<file path="src/rtl/plb_pkg.sv">
// plb_pkg: shared types and codes for the positional list buffer
// request and result beat structs, request and status codes
// no dependencies
package plb_pkg;

  localparam int DATA_W      = 32;
  localparam int POS_W       = 7;
  localparam int CNT_FIELD_W = 7;
  localparam int REQ_W       = 3;
  localparam int STATUS_W    = 2;
  localparam int GROUP_SIZE  = 8;

  localparam logic [REQ_W-1:0] REQ_INS_HEAD = 3'd0;
  localparam logic [REQ_W-1:0] REQ_INS_TAIL = 3'd1;
  localparam logic [REQ_W-1:0] REQ_INS_POS  = 3'd2;
  localparam logic [REQ_W-1:0] REQ_REM_HEAD = 3'd3;
  localparam logic [REQ_W-1:0] REQ_REM_TAIL = 3'd4;
  localparam logic [REQ_W-1:0] REQ_REM_POS  = 3'd5;

  localparam logic [STATUS_W-1:0] ST_OK   = 2'd0;
  localparam logic [STATUS_W-1:0] ST_ERR  = 2'd1;
  localparam logic [STATUS_W-1:0] ST_FULL = 2'd2;

  typedef struct packed {
    logic [REQ_W-1:0]  req_type;
    logic [POS_W-1:0]  position;
    logic [DATA_W-1:0] entry_value;
  } req_t;

  typedef struct packed {
    logic [DATA_W-1:0]      removed_value;
    logic [STATUS_W-1:0]    status;
    logic [CNT_FIELD_W-1:0] entry_count;
  } rsp_t;

  // shift command broadcast to every cell, only set for requests that succeed
  typedef struct packed {
    logic ins;
    logic rem;
  } op_t;

endpackage

</file>
<file path="src/rtl/plb_cell.sv">
// plb_cell: one slot of the list, a register that loads from its left or
// right neighbor or from the new value; uses plb_pkg
module plb_cell #(
  parameter int EW    = 32,
  parameter int CW    = 7,
  parameter int INDEX = 0
) (
  input  logic             clk,
  input  plb_pkg::op_t     op,
  input  logic [CW-1:0]    at,
  input  logic [EW-1:0]    new_value,
  input  logic [EW-1:0]    left,
  input  logic [EW-1:0]    right,
  output logic [EW-1:0]    data,
  output logic [EW-1:0]    tap
);
  import plb_pkg::*;

  localparam logic [CW-1:0] MY_IDX = CW'(INDEX);

  logic at_me;
  logic above;

  assign at_me = (at == MY_IDX);
  assign above = (MY_IDX > at);

  always_ff @(posedge clk) begin
    if (op.ins) begin
      if (above) begin
        data <= left;
      end else if (at_me) begin
        data <= new_value;
      end
    end else if (op.rem) begin
      if (above || at_me) begin
        data <= right;
      end
    end
  end

  // removed entry, zero unless this cell is the one taken out
  assign tap = (op.rem && at_me) ? data : '0;

endmodule

</file>
<file path="config.mk">
export PLATFORM = sky130hd
export DESIGN_NAME = plb_cell
export DESIGN_NICKNAME = d
export VERILOG_FILES = /design/src/rtl/plb_pkg.sv /design/src/rtl/plb_cell.sv
export SDC_FILE = /design/constraint.sdc
export NUM_CORES = 1
export LEC_CHECK = 0
export ABC_AREA = 0
export ABC_CLOCK_PERIOD_IN_PS = 3600
export BUFFER_PORTS_ARGS = -buffer_cell sky130_fd_sc_hd__buf_2
export CORE_MARGIN = 3
export CORE_UTILIZATION = 34
export DETAILED_ROUTE_END_ITERATION = 8
export MAX_ROUTING_LAYER = met4
export PLACE_DENSITY = 0.87
export SLEW_MARGIN = 25
export SYNTH_ARGS = -nofsm -noshare
export SYNTH_HDL_FRONTEND = slang
export SYNTH_SLANG_ARGS = --single-unit
</file>
<file path="constraint.sdc">
create_clock -name clk -period 3.6 [get_ports clk]
set_clock_uncertainty 0.1 [all_clocks]
set_input_delay 0.72 -clock clk [delete_from_list [all_inputs] [get_ports clk]]
set_output_delay 0.72 -clock clk [all_outputs]
set_load 0.1 [all_outputs]
</file>
; Word level (Yosys, flattened, before mapping)
; Index checks and enable logic that the tools add are counted.
[op_classes]
eq_ne = 1
n_reduce_logical = 6
mux = 6
order_cmp = 1
[op_table]
columns = cell, count
row1 = 32-bit two-way mux, 6
row2 = 1-bit by 7-bit greater-than comparator with 1-bit output (first input constant), 1
row3 = 7-bit logical NOT, 1
row4 = 2-bit nonzero test, 2
row5 = 3-bit by 1-bit != test with 1-bit output (second input constant), 1
row6 = 3-bit AND reduction, 1
row7 = 1-bit logical AND, 1
row8 = 1-bit logical OR, 1
[totals]
word_cells = 15
register_bits = 32
output_inout_bits = 64
in_bits = 106

; Logic depth before layout (Yosys ltp)
[logic_depth]
word_depth = 5
depth_mapped = 4
ltp_nobuf = 2

; Worst setup path after synthesis
; Ideal clock, no wire load.
[synth_timing]
kind = input -> output
start = input port at[2]
end = output port tap[0]
t_arrival_ps = 3459
path_buffers = 1
setup_slack_ps = -679
path_stages = 3
required_time_ps = 2780
cell_sequence = or4_4 -> buf_6 -> nor3_1
[synth_between]
elab_chain_cells = 3
[synth_lines]
columns = item, line
row1 = from (decl), plb_cell.sv:10  ; input logic [CW-1:0] at,
row2 = 7-bit logical NOT, plb_cell.sv:24  ; assign at_me = (at == MY_IDX);
row3 = 1-bit logical AND, plb_cell.sv:42  ; assign tap = (op.rem && at_me) ? data : '0;
row4 = 32-bit two-way mux, plb_cell.sv:42
row5 = to (decl), plb_cell.sv:15  ; output logic [EW-1:0] tap
; No other way between the ends.

; Worst setup path after layout
[layout_timing]
start = input port at[3]
end = output port tap[28]
; Same word-level chain as after synthesis.

==> summary.txt <==
Critical path
  • Startpoint Class: input port
  • CP Launch Point: at[3]
  • WP data required: between 2 and 3 ns
  • Arrival @ worst endpoint: approximately 2.4 ns
  • WS Path Type: input port to output pin
  • CP endpoint kind: output pin
  • Crit-path max FO: 14

Flow run
  • Max Cap Viol: 0

Global routing
  • Congestion Overflow GR: 0
  • Pin count of the biggest net entering global routing: 34
  • Gr usage total: about 16%
  • Number of global-route vias before repair: roughly 1,700
  • First-pass GRT wire length: about 8000 um
  • Initial antenna violation count: 0

Run status
  • Status: finished, final reports clean

Clock network
  • CTS hold repair buffers: 0
  • CTS tree: done
  • Clock buffer depth: 2
  • CTS clk-pin slew, worst paths: 0.07 ns
  • CTS sink cnt: 32
  • Resize count post-CTS: 0
  • Postcts setup bufs: 0
  • H-tree depth: 2
  • CTS Root Cell: clkbuf_8
  • Inserted Clock Buffers: 5

Floorplanning
  • Num rows: 26
  • Core Area: about 5300 um2
  • Die height: between 80 and 90 um
  • Die width: ~80 um
  • I/O Pins: 170
  • Die area: between 6000 and 7000 um2
  • Initial core utilization: 36.6%

Drt
  • Drt drc: 0
  • Via Count: about 1,600
  • Wire per inst: about 15 um
  • Final WL: between 5000 and 6000 um
  • Iter 0 DRT Violations: 22
  • DR pass1 iterations: 4
  • Avg Vias per Cell: roughly 4.5
  • Final ANT Viol Nets: 0

Cells and area
  • Area growth from synthesis to layout: 57.8%
  • Top Registers: data (32)
  • Share of layout cells above drive strength 1: 74.8%
  • FILL cells: approximately 440
  • Reg with most FFs: data
  • NumNets Final: between 300 and 400
  • # diodes: 0
  • Max reg flops: 32

Timing
  • Fmax: about 310 MHz
  • Setup TNS: 0 ns
  • Final min period: 3.18 ns
  • Final hold violations: 0
  • Max-slew headroom: 59.1%
  • Max-slew violation count: 0
  • Fin crit share: between 80 and 90%
  • RSZ-0062 raised after global routing: no
  • Actual slew at the worst max-slew pin: about 0.6 ns
  • Worst Setup Slack, final: roughly 0.42 ns
  • Final setup vio count: 0

Place
  • DP Wirelength: between 4000 and 5000 um
  • Setup WS pre-CTS: ~0.41 ns
  • Final Wtd Congestion: about 0.74
  • Port bufs: 137

Yosys
  • Synth Net Count: about 250
  • Total number of yosys warnings: 0
  • Area leader, netlist: edfxtp_1
  • Post-synth top area share: roughly half
  • Synth Area per Inst: roughly 13 um2
  • Seq cells post-synth: 32
  • Syn Inst Count: around 150
  • Main area contributors after synthesis: edfxtp_1, mux2_2, nor3_2
  • Cell area after synthesis: roughly 1900 um2
  • Netlist cell types: 14
  • Register area share after synthesis: 49.5%

Hold path
  • Min-delay worst type: input port to register
  • Hold path start: right[5]

Power
  • Leakage: approximately 1.3 nW
  • VDD IR max: a little under 0.0002 V
  • P per Cell Area: between 200 and 300 nW/um2
[power by group]
group / leakage (nW) / switching (mW) / internal, mW / total [mW]
registers: 0.288 / 0.000854 / 0.415 / 0.416
clock network: 0.0399 / 0.122 / 0.134 / 0.256
logic: 1.02 / 0.0572 / 0.0593 / 0.117
[cells in the mapped netlist]
master    instances
inv_1            32
nor3_4            3
or4b_1            1
or4_4             1
mux2_2           32
nor3_2           27
buf_6             4
edfxtp_1         32
clkbuf_1          1
nor3_1            2
buf_2             4
nor4b_2           1
buf_12            3
nor2_1            2
[cells in the final DEF, fill, tap and decap left out]
cell | synthesis | final
buf_12 | 3 | 24
buf_2 | 4 | 113
buf_4 | 0 | 4
clkbuf_1 | 1 | 2
clkbuf_8 | 0 | 5
clkinv_1 | 0 | 1
edfxtp_1 | 32 | 32
inv_1 | 32 | 32
mux2_2 | 32 | 32
nor2_1 | 2 | 2
nor3_1 | 2 | 2
nor3_2 | 27 | 27
nor3_4 | 3 | 3
nor4b_4 | 0 | 1
or4_4 | 1 | 1
or4b_2 | 0 | 1
[kinds of logic after synthesis]
logic type / synth area share, %
multiplexers: 18.5
AND/OR/NAND/NOR: 19.2
flip-flops: 49.5
buffers and inverters: 12.8
[cell type report]
class / count / area [um2] / area share (%)
flip-flops and latches: 32 / 961 / 31.3
inverters: 32 / 120 / 3.92
clock buffers: 7 / 76.3 / 2.49
multi-input cells: 69 / 742 / 24.2
clock inverters: 1 / 3.75 / 0.122
repair buffers: 141 / 1080 / 35.1
well taps: 70 / 87.6 / 2.86
[final timing paths]
check	end	cells past startpoint
hold / removal	data[5]$_DFFE_PP_	2
setup / recovery	tap[28]	5
[layer usage]
layer  track usage, %  share of wire, %  up-vias
li1                 -                 -      764
met3             3.18               6.2        4
met2             31.6                58       69
met1             16.2                35      747
met4             4.49               1.1        0
met5                -                 0        -
[per-stage QoR]
stage	power (mW)	util [%]	std cells	hold slack, ns	area, um2
2_1_floorplan	0.496	-	145	0.840	1940
3_3_place_gp	0.537	56.3	344	0.920	2990
3_5_place_dp	0.541	56.3	344	0.925	2990
4_1_cts	0.802	57.8	352	0.630	3070
5_1_grt	0.830	57.8	352	0.623	3070
6_report	0.789	57.8	352	0.643	3070
[critical path, cell delays in order]
cell and delay (ns):
buf_2 0.12, or4b_2 0.69, buf_4 0.24, nor3_2 0.13, buf_2 0.45
Power figures use the tool's default switching activity.
