## config.mk

```make
export PLATFORM = sky130hd
export DESIGN_NAME = plb_ctrl
export DESIGN_NICKNAME = d
export VERILOG_FILES = /design/src/rtl/plb_pkg.sv /design/src/rtl/plb_ctrl.sv
export SDC_FILE = /design/constraint.sdc
export NUM_CORES = 1
export LEC_CHECK = 0
export ABC_AREA = 1
export BUFFER_PORTS_ARGS = -buffer_cell sky130_fd_sc_hd__clkbuf_2
export CORE_MARGIN = 3
export CORE_UTILIZATION = 40
export CTS_CLUSTER_DIAMETER = 40
export DETAILED_ROUTE_END_ITERATION = 8
export GPL_TIMING_DRIVEN = 0
export HOLD_SLACK_MARGIN = 0.02
export PLACE_DENSITY = 0.79
export SETUP_SLACK_MARGIN = 0.4
export SLEW_MARGIN = 20
export SYNTH_ARGS = -nofsm -noshare
export SYNTH_HDL_FRONTEND = slang
export SYNTH_SLANG_ARGS = --single-unit
```

## constraint.sdc

```tcl
create_clock -name clk -period 2.5 [get_ports clk]
set_input_delay 0 -clock clk [delete_from_list [all_inputs] [get_ports clk]]
set_output_delay 0 -clock clk [all_outputs]
set_load 0.02 [all_outputs]
```

## src/rtl/plb_pkg.sv

```systemverilog
// plb_pkg: shared types and codes for the positional list buffer
// request and result beat structs, request and status codes
// no dependencies
package plb_pkg;

  localparam int DATA_W      = 32;
  localparam int POS_W       = 7;
  localparam int CNT_FIELD_W = 7;
  localparam int REQ_W       = 3;
  localparam int STATUS_W    = 2;
  localparam int GROUP_SIZE  = 8;

  localparam logic [REQ_W-1:0] REQ_INS_HEAD = 3'd0;
  localparam logic [REQ_W-1:0] REQ_INS_TAIL = 3'd1;
  localparam logic [REQ_W-1:0] REQ_INS_POS  = 3'd2;
  localparam logic [REQ_W-1:0] REQ_REM_HEAD = 3'd3;
  localparam logic [REQ_W-1:0] REQ_REM_TAIL = 3'd4;
  localparam logic [REQ_W-1:0] REQ_REM_POS  = 3'd5;

  localparam logic [STATUS_W-1:0] ST_OK   = 2'd0;
  localparam logic [STATUS_W-1:0] ST_ERR  = 2'd1;
  localparam logic [STATUS_W-1:0] ST_FULL = 2'd2;

  typedef struct packed {
    logic [REQ_W-1:0]  req_type;
    logic [POS_W-1:0]  position;
    logic [DATA_W-1:0] entry_value;
  } req_t;

  typedef struct packed {
    logic [DATA_W-1:0]      removed_value;
    logic [STATUS_W-1:0]    status;
    logic [CNT_FIELD_W-1:0] entry_count;
  } rsp_t;

  // shift command broadcast to every cell, only set for requests that succeed
  typedef struct packed {
    logic ins;
    logic rem;
  } op_t;

endpackage

```

## src/rtl/plb_ctrl.sv

```systemverilog
// plb_ctrl: request decode, bounds checks, entry count and first result stage
// uses plb_pkg
module plb_ctrl #(
  parameter int CAPACITY = 64,
  parameter int CW       = 7
) (
  input  logic                          clk,
  input  logic                          rst,
  input  logic                          accept,
  input  plb_pkg::req_t                 req,
  output plb_pkg::op_t                  op,
  output logic [CW-1:0]                 at,
  output logic                          v1,
  output logic [plb_pkg::STATUS_W-1:0]  st1,
  output logic [CW-1:0]                 cnt1
);
  import plb_pkg::*;

  localparam int CMP_W = CW + POS_W;
  localparam logic [CW-1:0] CAP_CNT = CW'(CAPACITY);

  logic [CW-1:0]       count;
  logic [CW-1:0]       count_next;
  logic [CW-1:0]       tail_idx;
  logic [CMP_W-1:0]    at_w;
  logic [CMP_W-1:0]    cnt_w;
  logic [CMP_W-1:0]    pos_w;
  logic [CMP_W-1:0]    tail_w;
  logic                is_ins;
  logic                is_rem;
  logic [STATUS_W-1:0] status;

  assign tail_idx = count - 1'b1;
  assign cnt_w    = {{POS_W{1'b0}}, count};
  assign tail_w   = {{POS_W{1'b0}}, tail_idx};
  assign pos_w    = {{CW{1'b0}}, req.position};

  always_comb begin
    is_ins = 1'b0;
    is_rem = 1'b0;
    at_w   = '0;
    unique case (req.req_type)
      REQ_INS_HEAD: begin
        is_ins = 1'b1;
      end
      REQ_INS_TAIL: begin
        is_ins = 1'b1;
        at_w   = cnt_w;
      end
      REQ_INS_POS: begin
        is_ins = 1'b1;
        at_w   = pos_w;
      end
      REQ_REM_HEAD: begin
        is_rem = 1'b1;
      end
      REQ_REM_TAIL: begin
        is_rem = 1'b1;
        at_w   = tail_w;
      end
      REQ_REM_POS: begin
        is_rem = 1'b1;
        at_w   = pos_w;
      end
      default: begin
      end
    endcase
  end

  always_comb begin
    status = ST_ERR;
    if (is_ins) begin
      if (at_w > cnt_w) begin
        status = ST_ERR;
      end else if (count >= CAP_CNT) begin
        status = ST_FULL;
      end else begin
        status = ST_OK;
      end
    end else if (is_rem) begin
      // an empty list fails here too, as every index is at or above zero
      if (count == '0 || at_w >= cnt_w) begin
        status = ST_ERR;
      end else begin
        status = ST_OK;
      end
    end
  end

  assign op.ins = accept && is_ins && (status == ST_OK);
  assign op.rem = accept && is_rem && (status == ST_OK);
  assign at     = at_w[CW-1:0];

  always_comb begin
    count_next = count;
    if (op.ins) begin
      count_next = count + 1'b1;
    end else if (op.rem) begin
      count_next = count - 1'b1;
    end
  end

  always_ff @(posedge clk) begin
    if (rst) begin
      count <= '0;
      v1    <= 1'b0;
    end else begin
      count <= count_next;
      v1    <= accept;
    end
  end

  always_ff @(posedge clk) begin
    st1  <= status;
    cnt1 <= count_next;
  end

  a_count_bound: assert property (@(posedge clk) disable iff (rst)
    count <= CAP_CNT)
    else $error("entry count above capacity");

  a_remove_shrinks: assert property (@(posedge clk) disable iff (rst)
    op.rem |=> count == $past(count) - 1'b1)
    else $error("successful remove did not shrink the list");

  a_full_only_at_cap: assert property (@(posedge clk) disable iff (rst)
    (v1 && st1 == ST_FULL) |-> count == CAP_CNT)
    else $error("full status while list has room");

endmodule

```

Word-level counts from Yosys, hierarchy flattened:

Index checks and enable logic that the tools add are counted.
W data, S select, Z words.

* flip-flop bits (word level): 17
* latch bits: 0
* RAM bits: 0
* ROM bits: 0
* output and inout bits: 19
* memories kept: 0

* $add $sub $neg: 2
* multiply operators: 0
* div/mod/pow operators: 0
* order comparisons: 3
* eq/ne operators: 5
* shifts and indexed selects: 0
* muxes and demuxes: 10
* bitwise gates (word level): 0
* reduce and logical (&&, ||, !) cells: 11

Operator list (count)
* $pmux W7 S3: 1
* $ge A14 B7 Y1: 1
* $gt A14 B7 Y1: 1
* $mux W7: 2
* $add A7 B1 Y7 const B: 1
* $ge A7 B7 Y1 const B: 1
* $logic_not A7 Y1: 1
* $sub A7 B1 Y7 const B: 1
* $eq A3 B2 Y1 const B: 2
* $eq A3 B3 Y1 const B: 2
* $mux W2: 3
* $reduce_or A3 Y1: 2
* $logic_and A1 B1 Y1: 4
* $mux W1: 4
* $eq A3 B1 Y1 const B: 1
* $logic_not A3 Y1: 1
* $logic_not A2 Y1: 1
* $reduce_or A2 Y1: 1
* $logic_or A1 B1 Y1: 1

Longest topological paths before layout:

Gate-level depths: netlist of run 1.

* word-level depth: 12
* gate-level depth with buffers: 23
* depth with buffers taken out: 23

Worst setup path before layout of run 1:

No wires, ideal clock.

* kind: flip-flop to flip-flop
* start point: register count[0]
* end point: register count[6]
* data arrival time: 3.287 ns
* data required time: 2.444 ns
* path slack: -0.843 ns
* stages on the path, launching flop included: 20
* buffers on the path: 0
* period minus slack after synthesis: 3.343 ns
* cell sequence: dfxtp_1 > inv_1 > ha_1 > o311ai_0 > ha_1 > nand2_1 > nand2_1 > nand2_1 > nand3_1 > nand2_1 > nand2_2 > nand2_4 > nand2_2 > nand2_4 > nand3_4 > inv_1 > nand2_1 > nand3_2 > nand2_1 > inv_1

RTL lines
* start: declaration: line plb_ctrl.sv:22 `logic [CW-1:0] count;`
* start signal: assignment: line plb_ctrl.sv:108 `count <= count_next;`

Worst setup path after layout of run 1:

* start point: register count[1]
* end point: register count[6]

* longest elaborated chain between the ends: 11
* elaborated cells between the ends (all ways): 18
* classes of those cells: 2 x add/sub; 3 x order compare; 8 x mux; 5 x reduce/logical

RTL lines
* $sub A7 B1 Y7: line plb_ctrl.sv:33, plb_ctrl.sv:99
* $pmux W7 S3: line plb_ctrl.sv:42 `unique case (req.req_type)`
* $ge A14 B7 Y1: line plb_ctrl.sv:82 `if (count == '0 || at_w >= cnt_w) begin`
* $logic_or A1 B1 Y1: line plb_ctrl.sv:82
* $mux W1: line plb_ctrl.sv:82
* $mux W1: line plb_ctrl.sv:80 `end else if (is_rem) begin`
* $mux W2: line plb_ctrl.sv:72 `if (is_ins) begin`
* $logic_not A2 Y1: line plb_ctrl.sv:90, plb_ctrl.sv:91
* $logic_and A1 B1 Y1: line plb_ctrl.sv:91 `assign op.rem = accept && is_rem && (status == ST_OK);`
* $mux W7: line plb_ctrl.sv:98 `end else if (op.rem) begin`
* $mux W7 *: line plb_ctrl.sv:96 `if (op.ins) begin`
* via count_next[6]: line plb_ctrl.sv:23 `logic [CW-1:0] count_next;`

The timed path passes the listed nets; every way through them passes the cells marked *.
A chain may end at the register's enable or synchronous reset.

==> results of run 1 <==
==> registers in the layout, indices dropped and copies added (netlist names) <==
| register | count |
|---|---|
| cnt1 | 7 |
| v1 | 1 |
| count | 7 |
| st1 | 2 |
==> power groups by stage <==
stage	sequential (mW)	clock [mW]	combinational, mW
2_1_floorplan	0.460	0	1.17
3_3_place_gp	0.418	0	1.48
3_5_place_dp	0.423	0	1.52
4_1_cts	0.426	0.141	2.44
5_1_grt	0.433	0.155	2.96
6_report	0.426	0.139	2.74
==> worst max-delay path by stage <==
stage | slack [ns] | startpoint | end
after floorplan | -0.003 | count[1] | count[3]
after global placement | -0.17 | count[1] | count[4]
after detailed placement | -0.25 | count[0] | count[2]
after CTS | -0.10 | count[1] | op[0]
after global routing | -0.35 | count[4] | op[0]
final | -0.21 | count[1] | count[6]
==> repair_timing <==
action | CTS | global route
pin swaps | 17 | 23
buffers inserted | 29 | 2
endpoints found under the setup margin | 18 | 18
resized for setup | 29 | 28
endpoints found under the hold margin | 1 | 0
hold buffers | 1 | 0
==> metal layers <==
layer | track usage | part of all wire
met2 | 0.347 | 0.52
met3 | 0.0481 | 0.048
met5 | 0 | 0
met1 | 0.231 | 0.40
met4 | 0.0826 | 0.032
==> area by class of cell <==
type | instances | area (µm²)
clock buffers | 4 | 26.3
plain buffers | 5 | 32.5
inverters | 33 | 144
well taps | 44 | 55.1
repair buffers | 62 | 435
multi-input cells | 132 | 1060
fillers | 235 | 972
flip-flops and latches | 17 | 348
==> cell usage in the layout (no fill, tap or decap), types with 9 or more instances in the layout <==
cell      synthesis  routed
dfxtp_1          17      15
inv_2             2       9
nand2_2           4      10
clkbuf_2          1      29
buf_4             0      25
inv_1            30      19
buf_6             0       9
nor2_1           14      12
nand3_2           3      10
nand2_1          51      42
==> metrics by stage <==
stage	cells	power, mW	hold WS [ns]	setup WS, ns
floorplan	187	1.63	0.120	-0.00275
global placement	261	1.90	0.289	-0.173
detailed placement	261	1.94	0.302	-0.254
CTS	295	3.00	0.0765	-0.102
global route	297	3.54	0.0624	-0.351
finish	297	3.31	0.0720	-0.211
==> logic make-up (layout without fill, tap and decap cells) <==
kind of cell / count (synthesis) / in the layout / share of synthesized area
xor+xnor: 8 / 8 / 0.0538
flops: 17 / 17 / 0.261
simple gates: 105 / 105 / 0.414
buf+inv: 38 / 104 / 0.117
fa+ha+maj: 10 / 10 / 0.0961
compound gates: 9 / 9 / 0.0576
==> impl_metrics.toml, run 1 <==
[status]
status = "finished with violations"
failed_checks = "setup timing"

[global_routing]
grt-ovfl-total = 0
grt_pass1_vias = 1465
grt_max_degree = 10
antenna_found_initial = 0
grt_pass1_wl_um = 6380
grtUsageTotal = 0.199

[synthesis]
syn_area_per_cell_um2 = 6.97
synth-seq-cells = 17
async_reset_ff_frac = 0
synth.distinct_cells = 29
synth-seq-area-share = 0.261
synth_nets = 242
synth-edff-count = 0
ys_top_cells_by_count = "51 x nand2_1, 30 x inv_1, 17 x dfxtp_1"
yosys-top-cells-area = "dfxtp_1 26%, nand2_1 15%, ha_1 9.6%"
synth_top_area_frac = 0.261
synth_most_common_cell = "nand2_1"
synthFlopType = "dfxtp_1"
syn_inst = 187
yosys_warnings = 0
synth_top_cell_by_area = "dfxtp_1"
syn-cell-area_um2 = 1300

[worst_setup_path]
worstSetupPathType = "reg2reg"
required_ns = 2.69
critical_path.endpoint_type = "register"
cp.depth = 23
ff2ff_setup_slack_ns = -0.21
rr_worst_depth = 23
critPathArrivalTime_ns = 2.90
worst-path-max-fanout = 4
r2r-end = "count[6]"
r2r-start = "count[1]"
cp_num_buf_inv = 5
crit_family = "simple AND/OR/NAND/NOR gates"
crit_chain = "inv_6, ha_4, xnor2_1, inv_1, nand2_1, nand3_2, ha_4, nand2_2, nor2_4, nand2_1, nand3_1, nand2_1, nand2_2, nand2_4, nand2_4, nand2_4, nand3_4, inv_8, buf_6, nand2_4, nand3_2, nand2_1, inv_1"
critPathLaunchType = "register"
cp_slowest_stage_delay_ns = 0.41
slowest_stage = "dfxtp_4"

[power]
p_comb_frac = 0.829
intPower_mw = 1.77
clkPwrFrac = 0.042
p_per_area_nw_per_um2 = 1570
ir_worst_vdd_mv = 0.702
p_leak_nw = 1.11
switching_share = 0.466
p_sw_mw = 1.54
power_frac_seq = 0.129

[min_path]
min_path_type = "in2reg"
hold_end = "count[4]"
min_path_cells = 2
hp-start = "rst"

[die]
die_width_um = 63.1
start_util = 0.423
chipHeight_um = 63.1
ioPinCount = 64
coreArea_um2 = 3080
rows = 20
die_area_um2 = 3980

[placement]
detailed_place.area_um2 = 1620
gp_congestion = 0.868
io_buffers = 30
dp_hpwl_um = 2460

[route]
routed_wl_um = 3970
viasPerCell = 4.91
drt_first_iter_violations = 42
drc = 0
firstDrtPassIters = 4
wire_per_inst_um = 13.4
final_antenna_net_count = 0
via_count = 1458

[clock_network]
cts_inserted_buffers = 3
clk_pin_slew_ns = 0.09
root_buffer = "clkbuf_4"
clkLatencyLatePin_ns = 0.28
clockBufferDepth = 2
htreeDepth = 1
tritoncts = "built"
clock_sinks = 17

[timing]
slew_violations = 0
post-route-min-period_ns = 2.71
tightest_slew_ns = 0.601
clock.fmax_mhz = 369
setup_viol = 16
slew_headroom = 0.599
fin_crit_sh = 1.08
hold_viol = 0
timing.final.ws_setup_ns = -0.211
rsz0062_at_grt = "yes"
tns_ns = -2.71
finClkSkew_ns = 0.00418

[cells_and_area]
final_area_um2 = 2110
fin_util = 0.684
nets = 309
diodes = 0
syn_to_final_growth_pct = 61.7
drive_gt1_frac = 0.534

[flow_run]
cap_violations = 0
Note: power is estimated with default switching activity, not from simulation.
==> inputs of run 2 (changes only) <==
- ABC_AREA: 1 -> 0
- CORE_UTILIZATION: 40 -> 41
- CTS_CLUSTER_DIAMETER: 40 -> 200
- PLACE_DENSITY: 0.79 -> 0.81
==> impl_metrics.toml, run 2 <==
[route]
via_count = 1480
wire_per_inst_um = 18.2
viasPerCell = 5.99
routed_wl_um = 4500
drc = 0
drt_first_iter_violations = 154
final_antenna_net_count = 0
firstDrtPassIters = 4

[cells_and_area]
final_cells = 247
syn_to_final_growth_pct = 58.0
final_area_um2 = 2000
reg.largest.list = "cnt1 (7), count (7), st1 (2)"
nets = 272
final_common_cell = "clkbuf_2"
drive_gt1_frac = 0.528
nFillCells = 201
diodes = 0
layout_common_cells = "26 x clkbuf_2, 21 x buf_4, 14 x buf_6, 14 x dfxtp_1"

[global_routing]
grt_pass1_wl_um = 6520
antenna_found_initial = 0
grtUsageTotal = 0.233
grt_max_degree = 11
grt_pass1_vias = 1393
grt-ovfl-total = 0

[timing]
rsz0062_at_grt = "yes"
post-route-min-period_ns = 3.00
timing.final.ws_setup_ns = -0.504
clock.fmax_mhz = 333
slew_violations = 0
fin_crit_sh = 1.20
tightest_slew_ns = 0.559
finClkSkew_ns = 0.00403
setup_viol = 18
hold_viol = 0
slew_headroom = 0.624

[clock_network]
tritoncts = "built"
cts_inserted_buffers = 3
root_buffer = "clkbuf_4"
clock_sinks = 17
clockBufferDepth = 2
clkLatencyLatePin_ns = 0.29
clk_pin_slew_ns = 0.09
htreeDepth = 1

[synthesis]
synth_top_cell_by_area = "dfxtp_1"
yosys_warnings = 0
synth_most_common_cell = "dfxtp_1"
yosys-top-cells-area = "dfxtp_1 27%, ha_1 9.9%, xnor2_1 5.5%"
synthFlopType = "dfxtp_1"
ys_top_cells_by_count = "17 x dfxtp_1, 11 x inv_1, 10 x ha_1"
synth_top_area_frac = 0.268
synth-seq-cells = 17
syn_inst = 151
syn_area_per_cell_um2 = 8.40
async_reset_ff_frac = 0
synth.distinct_cells = 47
synth-seq-area-share = 0.268
synth_nets = 206
synth-edff-count = 0
syn-cell-area_um2 = 1270

[power]
p_per_area_nw_per_um2 = 910
ir_worst_vdd_mv = 0.561
p_leak_nw = 0.869

[placement]
detailed_place.area_um2 = 1500
dp_slack_ns = -0.461
dp_hpwl_um = 2520
io_buffers = 29
gp_congestion = 0.938
dp_cells = 211

[worst_setup_path]
critPathLaunchType = "register"
critical_path.endpoint_type = "register"
required_ns = 2.68
rr_worst_depth = 15
worstSetupPathType = "reg2reg"
worst-path-max-fanout = 5
critPathArrivalTime_ns = 3.18

[die]
coreArea_um2 = 2850
ioPinCount = 64
rows = 19
die_width_um = 61.6
chipHeight_um = 61.6
start_util = 0.445
die_area_um2 = 3800

[min_path]
min_path_cells = 2
min_path_type = "in2reg"

[status]
status = "finished with violations"
failed_checks = "setup timing"

[flow_run]
cap_violations = 0
run 2: through the flow:
step,hold WS (ns),utilization,power [mW],setup TNS [ns]
after CTS,-0.0113,0.640,1.57,-5.29
after detailed placement,0.278,0.525,1.09,-6.14
after floorplan,0.0642,-,0.927,-3.45
final,0.0218,0.703,1.82,-7.05
after global placement,0.255,0.525,1.08,-6.04
after global routing,0.0318,0.703,1.91,-8.70
run 2: timing repair:
action / in CTS / in global routing
setup buffers: 24 / 6
setup endpoints to repair: 18 / 19
endpoints found under the hold margin: 8 / 0
gates cloned: 0 / 0
pin swaps: 21 / 10
gates resized for setup: 24 / 30
hold buffers: 2 / 0
run 2: final timing paths:
path             from       end  slack, ns
max          count[1]    st1[0]      -0.50
min               rst  count[3]       0.02
max reg2reg  count[1]    st1[0]      -0.50
min reg2reg  count[6]   cnt1[6]       0.57
run 2: power by group:
part	internal, mW	switching (mW)	total (mW)	leakage (nW)
Combinational	0.675	0.653	1.33	0.714
Clock	0.0620	0.0802	0.142	0.0150
Sequential	0.323	0.0307	0.353	0.141
run 2: worst max-delay path, cell delays in order (launching register included):
cell,delay [ns]
dfxtp_4,0.37
or4_4,0.53
nor2_4,0.14
xnor2_2,0.16
mux2i_1,0.12
o21ai_2,0.21
ha_4,0.25
nand4_1,0.11
buf_4,0.14
nor2_4,0.05
buf_4,0.15
buf_4,0.13
buf_4,0.13
buf_6,0.11
o31ai_2,0.20
nand3_1,0.10
run 2: per-layer routing:
metal / vias up / part of all wire / GRT usage
li1: 677 / - / -
met1: 697 / 0.39 / 0.285
met2: 84 / 0.51 / 0.405
met3: 22 / 0.065 / 0.0503
met4: 0 / 0.034 / 0.0727
met5: - / 0 / 0
run 2: layout make-up:
class | count | area, µm² | area share
inverters | 12 | 47.5 | 0.0237
multi-input cells | 115 | 1030 | 0.514
repair buffers | 61 | 454 | 0.227
clock buffers | 4 | 26.3 | 0.0131
plain buffers | 7 | 55.1 | 0.0275
well taps | 31 | 38.8 | 0.0194
flip-flops and latches | 17 | 352 | 0.175
run 2: cells by family (layout without fill, tap and decap cells):
logic type                 Yosys count  count (layout)  synth area share
and+or+nand+nor                     53              53             0.263
muxes                                3               3            0.0237
buffers and inverters               19              84            0.0740
xor gates and xnor gates             8               8            0.0552
adders and majority gates           10              10            0.0986
DFF                                 17              17             0.268
AOI/OAI and AO/OA                   41              41             0.217
